--- src/hdl/ps2m_pkg.sv ---
// shared types, constants and helpers for the ps2 mouse cursor tracker
// no dependencies; imported by the framer, the cursor unit and the top level
`timescale 1ns / 1ps

package ps2m_pkg;

    localparam int POS_BITS_DEF = 12;
    localparam int SIZE_BITS    = 13;
    localparam int BYTE_BITS    = 8;
    localparam int MAG_BITS     = 9;

    localparam logic [SIZE_BITS-1:0] WIDTH_RST  = 13'd1024;
    localparam logic [SIZE_BITS-1:0] HEIGHT_RST = 13'd768;

    // configuration register indexes
    localparam logic CFG_SCREEN_WIDTH  = 1'b0;
    localparam logic CFG_SCREEN_HEIGHT = 1'b1;

    // status byte bit positions
    localparam int ST_LEFT   = 0;
    localparam int ST_RIGHT  = 1;
    localparam int ST_MIDDLE = 2;
    localparam int ST_FRAME  = 3;
    localparam int ST_X_SIGN = 4;
    localparam int ST_Y_SIGN = 5;
    localparam int ST_X_OVF  = 6;
    localparam int ST_Y_OVF  = 7;

    localparam logic [MAG_BITS-1:0] OVF_EXTRA = 9'd255;

    // one complete packet from the framer
    typedef struct packed {
        logic                 valid;
        logic [BYTE_BITS-1:0] status;
        logic [BYTE_BITS-1:0] x_byte;
        logic [BYTE_BITS-1:0] y_byte;
    } t_packet;

    // magnitude of a delta byte, including the overflow extension
    function automatic logic [MAG_BITS-1:0] delta_mag(
        input logic [BYTE_BITS-1:0] b,
        input logic                 neg,
        input logic                 ovf
    );
        logic [BYTE_BITS-1:0] m;
        m = neg ? (~b + 8'd1) : b;
        return {1'b0, m} + (ovf ? OVF_EXTRA : '0);
    endfunction

    // size to clamp limit, saturated at top
    function automatic logic [SIZE_BITS-1:0] size_limit(
        input logic [SIZE_BITS-1:0] size,
        input logic [SIZE_BITS-1:0] top
    );
        logic [SIZE_BITS-1:0] lim;
        lim = size - 13'd1;
        if (size == '0) begin
            lim = '0;
        end else if (lim > top) begin
            lim = top;
        end
        return lim;
    endfunction

endpackage

--- src/hdl/ps2m_framer.sv ---
// packet framer: drops the first byte after reset, then frames 3-byte packets
// depends on ps2m_pkg
`timescale 1ns / 1ps

module ps2m_framer (
    input  logic                        i_clk,
    input  logic                        i_rst_n,
    input  logic                        i_fire,
    input  logic [ps2m_pkg::BYTE_BITS-1:0] i_byte,
    output ps2m_pkg::t_packet           o_packet
);
    import ps2m_pkg::*;

    localparam logic [1:0] PH_STATUS = 2'd0;
    localparam logic [1:0] PH_X      = 2'd1;
    localparam logic [1:0] PH_Y      = 2'd2;

    logic [1:0]           r_phase, n_phase;
    logic                 r_first_seen, n_first_seen;
    logic [BYTE_BITS-1:0] r_status, n_status;
    logic [BYTE_BITS-1:0] r_x_byte, n_x_byte;

    always_comb begin
        n_phase      = r_phase;
        n_first_seen = r_first_seen;
        n_status     = r_status;
        n_x_byte     = r_x_byte;
        o_packet     = '{valid: 1'b0, status: r_status, x_byte: r_x_byte, y_byte: i_byte};
        if (i_fire) begin
            if (!r_first_seen) begin
                n_first_seen = 1'b1;
            end else begin
                case (r_phase)
                    PH_X: begin
                        n_x_byte = i_byte;
                        n_phase  = PH_Y;
                    end
                    PH_Y: begin
                        n_phase        = PH_STATUS;
                        o_packet.valid = 1'b1;
                    end
                    default: begin
                        // unused phase acts as status phase; misframed byte dropped
                        if (i_byte[ST_FRAME]) begin
                            n_status = i_byte;
                            n_phase  = PH_X;
                        end else begin
                            n_phase  = PH_STATUS;
                        end
                    end
                endcase
            end
        end
    end

    always_ff @(posedge i_clk) begin
        if (!i_rst_n) begin
            r_phase      <= PH_STATUS;
            r_first_seen <= 1'b0;
            r_status     <= '0;
            r_x_byte     <= '0;
        end else begin
            r_phase      <= n_phase;
            r_first_seen <= n_first_seen;
            r_status     <= n_status;
            r_x_byte     <= n_x_byte;
        end
    end

endmodule

--- src/hdl/ps2m_cursor.sv ---
// cursor position unit: applies packet deltas and clamps to the screen
// depends on ps2m_pkg
`timescale 1ns / 1ps

module ps2m_cursor #(
    parameter int POS_BITS = ps2m_pkg::POS_BITS_DEF
) (
    input  logic                i_clk,
    input  logic                i_rst_n,
    input  ps2m_pkg::t_packet   i_packet,
    input  logic                i_commit,
    input  logic [POS_BITS-1:0] i_lim_x,
    input  logic [POS_BITS-1:0] i_lim_y,
    output logic [POS_BITS-1:0] o_next_x,
    output logic [POS_BITS-1:0] o_next_y
);
    import ps2m_pkg::*;

    // room for position plus/minus the largest delta
    localparam int SW = POS_BITS + 4;

    logic [POS_BITS-1:0] r_pos_x, r_pos_y;
    logic [MAG_BITS-1:0] mag_x, mag_y;
    logic signed [SW-1:0] d_x, d_y, s_x, s_y, l_x, l_y;

    always_comb begin
        mag_x = delta_mag(i_packet.x_byte, i_packet.status[ST_X_SIGN],
                          i_packet.status[ST_X_OVF]);
        mag_y = delta_mag(i_packet.y_byte, i_packet.status[ST_Y_SIGN],
                          i_packet.status[ST_Y_OVF]);
        d_x = signed'({{(SW-MAG_BITS){1'b0}}, mag_x});
        d_y = signed'({{(SW-MAG_BITS){1'b0}}, mag_y});
        if (i_packet.status[ST_X_SIGN]) begin
            d_x = -d_x;
        end
        if (i_packet.status[ST_Y_SIGN]) begin
            d_y = -d_y;
        end
        // y axis inverted: downward positive
        s_x = signed'({{(SW-POS_BITS){1'b0}}, r_pos_x}) + d_x;
        s_y = signed'({{(SW-POS_BITS){1'b0}}, r_pos_y}) - d_y;
        l_x = signed'({{(SW-POS_BITS){1'b0}}, i_lim_x});
        l_y = signed'({{(SW-POS_BITS){1'b0}}, i_lim_y});

        if (s_x < 0) begin
            o_next_x = '0;
        end else if (s_x > l_x) begin
            o_next_x = i_lim_x;
        end else begin
            o_next_x = s_x[POS_BITS-1:0];
        end
        if (s_y < 0) begin
            o_next_y = '0;
        end else if (s_y > l_y) begin
            o_next_y = i_lim_y;
        end else begin
            o_next_y = s_y[POS_BITS-1:0];
        end
    end

    always_ff @(posedge i_clk) begin
        if (!i_rst_n) begin
            r_pos_x <= '0;
            r_pos_y <= '0;
        end else if (i_commit) begin
            r_pos_x <= o_next_x;
            r_pos_y <= o_next_y;
        end
    end

endmodule

--- src/hdl/ps2_mouse_cursor_tracker_top.sv ---
// top level of the ps2 mouse cursor tracker: input stage, framer, cursor unit,
// result register and configuration registers; depends on ps2m_pkg,
// ps2m_framer and ps2m_cursor
//
// usage:
//   s_axis carries one received mouse byte per request in tdata[7:0]. the first
//   byte after reset is dropped, then bytes are framed as status, x, y packets;
//   a status byte must have bit 3 set or it is dropped.
//   m_axis carries one result per completed packet: tdata holds cursor_x,
//   cursor_y, left, right and middle button bits from the lowest bit up.
//   the cfg channel writes screen_width (index 0) and screen_height (index 1);
//   it is always ready and should only be written while the block is idle.
// result path: the third byte is held in the input register, then the framer
//   completes the packet once the result register can advance, raising tvalid.
// throughput: one byte per cycle while m_axis does not stall; the add and clamp
//   path from the input register to the result register is combinational.
// reset: synchronous, active low; clears framing, cursor to 0,0 and the size
//   to 1024 by 768. when m_axis stalls, the result is held, the input register
//   takes one more byte and tready stays low until the result is taken.
`timescale 1ns / 1ps

module ps2_mouse_cursor_tracker_top #(
    parameter int POS_BITS = ps2m_pkg::POS_BITS_DEF
) (
    input  logic        i_clk,
    input  logic        i_rst_n,
    // s_axis tdata: [7:0] data_byte
    input  logic        i_s_axis_tvalid,
    output logic        o_s_axis_tready,
    input  logic [7:0]  i_s_axis_tdata,
    // m_axis tdata: cursor_x, cursor_y, left_button, right_button,
    // middle_button, zero fill to whole bytes
    output logic        o_m_axis_tvalid,
    input  logic        i_m_axis_tready,
    output logic [((2*POS_BITS+3+7)/8)*8-1:0] o_m_axis_tdata,
    // configuration write channel
    input  logic        i_cfg_valid,
    output logic        o_cfg_ready,
    input  logic        i_cfg_index,
    input  logic [ps2m_pkg::SIZE_BITS-1:0] i_cfg_data
);
    import ps2m_pkg::*;

    localparam int OUT_W  = ((2*POS_BITS+3+7)/8)*8;
    localparam int PAY_W  = 2*POS_BITS + 3;
    localparam logic [SIZE_BITS-1:0] POS_TOP = SIZE_BITS'((1 << POS_BITS) - 1);

    logic                 r_in_valid;
    logic [BYTE_BITS-1:0] r_in_byte;
    logic                 r_out_valid;
    logic [PAY_W-1:0]     r_out_data;
    logic [POS_BITS-1:0]  r_lim_x, r_lim_y;

    logic                 advance, fire, commit;
    t_packet              packet;
    logic [POS_BITS-1:0]  next_x, next_y;
    logic [SIZE_BITS-1:0] n_lim;

    assign advance         = !r_out_valid || i_m_axis_tready;
    assign fire            = r_in_valid && advance;
    assign commit          = packet.valid;
    assign o_s_axis_tready = advance || !r_in_valid;
    assign o_cfg_ready     = 1'b1;
    assign o_m_axis_tvalid = r_out_valid;
    assign o_m_axis_tdata  = {{(OUT_W-PAY_W){1'b0}}, r_out_data};
    assign n_lim           = size_limit(i_cfg_data, POS_TOP);

    ps2m_framer u_framer (
        .i_clk    (i_clk),
        .i_rst_n  (i_rst_n),
        .i_fire   (fire),
        .i_byte   (r_in_byte),
        .o_packet (packet)
    );

    ps2m_cursor #(
        .POS_BITS (POS_BITS)
    ) u_cursor (
        .i_clk    (i_clk),
        .i_rst_n  (i_rst_n),
        .i_packet (packet),
        .i_commit (commit),
        .i_lim_x  (r_lim_x),
        .i_lim_y  (r_lim_y),
        .o_next_x (next_x),
        .o_next_y (next_y)
    );

    // input register
    always_ff @(posedge i_clk) begin
        if (!i_rst_n) begin
            r_in_valid <= 1'b0;
        end else if (o_s_axis_tready) begin
            r_in_valid <= i_s_axis_tvalid;
        end
    end

    always_ff @(posedge i_clk) begin
        if (o_s_axis_tready && i_s_axis_tvalid) begin
            r_in_byte <= i_s_axis_tdata;
        end
    end

    // result register
    always_ff @(posedge i_clk) begin
        if (!i_rst_n) begin
            r_out_valid <= 1'b0;
        end else if (advance) begin
            r_out_valid <= commit;
        end
    end

    always_ff @(posedge i_clk) begin
        if (commit) begin
            r_out_data <= {packet.status[ST_MIDDLE], packet.status[ST_RIGHT],
                           packet.status[ST_LEFT], next_y, next_x};
        end
    end

    // clamp limits kept ready instead of raw sizes
    always_ff @(posedge i_clk) begin
        if (!i_rst_n) begin
            r_lim_x <= POS_BITS'(size_limit(WIDTH_RST, POS_TOP));
            r_lim_y <= POS_BITS'(size_limit(HEIGHT_RST, POS_TOP));
        end else if (i_cfg_valid && o_cfg_ready) begin
            case (i_cfg_index)
                CFG_SCREEN_WIDTH:  r_lim_x <= POS_BITS'(n_lim);
                CFG_SCREEN_HEIGHT: r_lim_y <= POS_BITS'(n_lim);
                default: begin
                end
            endcase
        end
    end

    // a new result only comes from a completed packet
    a_out_from_packet: assert property (@(posedge i_clk) disable iff (!i_rst_n)
        $rose(r_out_valid) |-> $past(packet.valid))
        else $error("result without a completed packet");

    // a packet never completes while the result register is blocked
    a_no_packet_on_stall: assert property (@(posedge i_clk) disable iff (!i_rst_n)
        packet.valid |-> advance)
        else $error("packet completed during output stall");

    // reported cursor stays within the screen limits
    a_cursor_clamped: assert property (@(posedge i_clk) disable iff (!i_rst_n)
        r_out_valid |-> (r_out_data[POS_BITS-1:0] <= r_lim_x) &&
                        (r_out_data[2*POS_BITS-1:POS_BITS] <= r_lim_y))
        else $error("cursor outside screen limits");

    // input is only held off while a byte waits in the input register
    a_ready_low_only_when_full: assert property (@(posedge i_clk) disable iff (!i_rst_n)
        !o_s_axis_tready |-> r_in_valid && r_out_valid && !i_m_axis_tready)
        else $error("input stage stalled without cause");

endmodule
--- config.mk ---
export PLATFORM = sky130hd
export DESIGN_NAME = ps2_mouse_cursor_tracker_top
export DESIGN_NICKNAME = d
export VERILOG_FILES = /design/src/hdl/ps2m_pkg.sv /design/src/hdl/ps2m_framer.sv /design/src/hdl/ps2m_cursor.sv /design/src/hdl/ps2_mouse_cursor_tracker_top.sv
export SDC_FILE = /design/constraint.sdc
export NUM_CORES = 1
export LEC_CHECK = 0
export BUFFER_PORTS_ARGS = -buffer_cell sky130_fd_sc_hd__buf_2
export CORE_ASPECT_RATIO = 2
export CORE_MARGIN = 5
export CORE_UTILIZATION = 60
export CTS_CLUSTER_DIAMETER = 50
export DETAILED_ROUTE_END_ITERATION = 7
export GPL_TIMING_DRIVEN = 0
export PLACE_DENSITY_LB_ADDON = 0.12
export SLEW_MARGIN = 15
export SYNTH_ARGS = -nofsm -noshare
export SYNTH_HDL_FRONTEND = slang
export SYNTH_SLANG_ARGS = --single-unit
--- constraint.sdc ---
create_clock -name i_clk -period 14.7 [get_ports i_clk]
set_input_delay 2.94 -clock i_clk [delete_from_list [all_inputs] [get_ports i_clk]]
set_output_delay 2.94 -clock i_clk [all_outputs]
set_load 0.01 [all_outputs]
==> out/metrics.cfg <==
[status]
outcome=complete, no violations

[logic_synthesis]
yosysTopAreaCell=dfxtp_1
synth_top_area_share_pct=17.7
synth_cell_types=75
synth-edff-count=35
synth_most_common_cell=nand2_1
ys_seq_area_share_pct=31.3
ys.flop_type=dfxtp_1
async_flop_share_pct=0
ys_ff_latch=103
netlist_top_cells_count=nand2_1, ha_1, dfxtp_1
synthTopCellsByArea=dfxtp_1, edfxtp_1, ha_1
syn_area_um2=7700
netlist_instances=909
avgSynthCellArea_um2=8.47
yosysWarnings=0

[critical_path]
cp_max_fo=10
path_common_cell=ha_1
critPathSlowestCell=o32ai_1
start_kind=flip-flop
cp_data_required_time_ns=14.79
critical_path_arrival_ns=7.33
cp-end-kind=flip-flop
worst-setup-path-type=reg -> reg
rrSetupSlack_ns=7.45
r2r-start=r_in_byte[0]$_DFFE_PP_
reg2reg_to=r_out_data[16]$_DFFE_PP_
critPathLaunch=r_in_byte[0]$_DFFE_PP_
reg2reg_depth=25
slowest_delay_ns=0.58

[clock_network]
cts_inserted_buffers=9
cts_setup_buffers=0
ctsResizeCount=0
cts_tree=built
htreeDepth=3
clock_path_buffers=2
cts_root_buf=clkbuf_16
insertion_delay_ns=0.35
cts_num_sinks=103
path_clk_slew_ns=0.07
cts_hold_buf=0

[floorplan]
fp.dieW_um=90.1
io_pins=62
start_util_pct=61.0
die_h_um=170
core_um2=12600
die_area_um2=15300
rows=58

[drt]
drt_first_pass_iters=5
first_iter_violations=466
wl_um=19400
wl_per_cell_um=17.1
route.detailed.drc=0
vias_per_cell=5.98
routed-via-count=6760
ant_nets=0

[layout]
fillers=1092
diodes=0
final_cells=1131
syn_to_final_growth_pct=10.3
layout.nets=1086
layout-drive-gt1-share_pct=10.7

[power]
combPwrFrac_pct=13.7
swShare_pct=26.3
peakVddDrop_mv=0.0718
p_switching_mw=0.174
power_density_nw_per_um2=77.9
p_int_mw=0.488
p_seq_share_pct=46.5
total_power_mw=0.662
p_leak_nw=3.88
clock_power_share_pct=39.8

[grt]
antenna_found_initial=0
grt_pass1_vias=6682
grt-ovfl-total=0
grt_max_degree=34
grt_pass1_wl_um=31500
gr-usage-all-layers_pct=25.1

[timing]
max_freq_mhz=138
worst_slew_pin_slew_ns=0.815
max_slew_margin_pct=45.6
finalSetupTns_ns=0
maxSlewViolCount=0
fin_crit_ns=7.25
finalHoldViolCount=0
fin_worst_skew_ns=0.00937
setup_viol=0
fin_crit_sh_pct=49.3
rsz0062_at_grt=false

[place]
portBuffers=52
dp_hpwl_um=15600
placed_cells=1115
globalplace.congestion=0.887

[hold_path]
min_path_type=reg -> reg
min_from=u_framer.r_status[0]$_SDFFE_PN0P_
holdPathEnd=r_out_data[24]$_DFFE_PP_
hold_depth=0

[job]
max_cap_violations=0

-- power groups by stage --
stage | Clock [mW] | Sequential (mW) | Combinational (mW)
3_3_place_gp | 0 | 0.314 | 0.0877
3_5_place_dp | 0 | 0.314 | 0.0902
5_1_grt | 0.277 | 0.308 | 0.102
4_1_cts | 0.265 | 0.307 | 0.0908
6_report | 0.263 | 0.308 | 0.0910
2_1_floorplan | 0 | 0.311 | 0.0674
-- cell type report --
class	instances	area (um^2)	area share [%]
multi-input combinational	701	4850	57.2
inverter	68	256	3.02
clock inverter	7	106	1.25
tap	150	188	2.21
buffer	41	191	2.25
sequential	103	2410	28.4
timing repair buffer	52	260	3.06
clock buffer	9	225	2.65
-- critical path, delay by kind of cell, from the launching register on --
kind,cells,cell delay [ns]
AND/OR/NAND/NOR,9,2.54
AO/OA/AOI/OAI,9,2.43
adder cells (fa/ha/maj),3,1.02
flip-flops,1,0.46
buffers and inverters,2,0.30
XOR/XNOR,2,0.23
-- cells by family after synthesis --
| logic type | Yosys count | share of synthesized area (%) |
|---|---|---|
| other | 2 | 0.0975 |
| multiplexers | 21 | 2.73 |
| XOR/XNOR | 57 | 6.48 |
| buffers and inverters | 109 | 5.82 |
| AO/OA/AOI/OAI | 255 | 21.8 |
| AND/OR/NAND/NOR | 279 | 17.9 |
| adder cells (fa/ha/maj) | 83 | 13.9 |
| flip-flops | 103 | 31.3 |
-- state kept, by name, indices dropped and copies added, names as in the netlist --
name	cells
o_m_axis_tvalid	1
u_cursor.r_pos_x	12
r_lim_x	12
u_cursor.r_pos_y	12
u_framer.r_status	7
u_framer.r_first_seen	1
u_framer.r_x_byte	8
r_out_data	27
r_in_valid	1
r_in_byte	8
r_lim_y	12
u_framer.r_phase	2
-- per-stage QoR --
step           hold WS [ns]  util, %  setup slack [ns]  instance area (um^2)
6_report              0.443     67.3              7.45                  8490
5_1_grt               0.465     67.3              7.00                  8490
4_1_cts               0.443     67.3              7.53                  8490
3_5_place_dp          0.427     64.6              7.56                  8160
3_3_place_gp          0.423     64.6              7.63                  8160
2_1_floorplan         0.408        -              8.61                  7710
-- how the worst max path moves through the flow --
stage	to	slack (ns)	cells after the start
2_1_floorplan	o_s_axis_tready	8.61	1
3_3_place_gp	r_out_data[16]$_DFFE_PP_	7.63	25
3_5_place_dp	r_out_data[16]$_DFFE_PP_	7.56	25
4_1_cts	u_cursor.r_pos_y[1]$_SDFFE_PN0P_	7.53	25
5_1_grt	r_out_data[16]$_DFFE_PP_	7.00	25
6_report	r_out_data[16]$_DFFE_PP_	7.45	25
-- layer usage --
metal	track usage (%)	vias up	routed length (um)
li1	-	3390	-
met1	24.7	3155	6840
met2	49.5	149	10900
met3	2.39	66	598
met4	14.6	0	1080
met5	0	-	0
-- placed cells by master (no fill, tap or decap), drive strengths merged, types with 5 or more instances in the layout --
| master | n |
|---|---|
| o21a | 14 |
| nor3 | 17 |
| nor2 | 67 |
| clkbuf | 34 |
| o31ai | 16 |
| edfxtp | 35 |
| a31oi | 5 |
| o21ai | 66 |
| and2 | 5 |
| clkinv | 6 |
| o22ai | 10 |
| xnor2 | 38 |
| nand2 | 82 |
| ha | 79 |
| a211oi | 9 |
| inv | 67 |
| a21o | 13 |
| a21boi | 6 |
| buf | 68 |
| nand3 | 31 |
| nand4 | 5 |
| nand2b | 17 |
| mux2i | 21 |
| a21oi | 64 |
| conb | 6 |
| or2 | 5 |
| xor2 | 19 |
| o211ai | 16 |
| or3 | 17 |
| nor2b | 8 |
| nor4 | 9 |
| dfxtp | 68 |
Note: power is estimated with default switching activity, not from simulation.
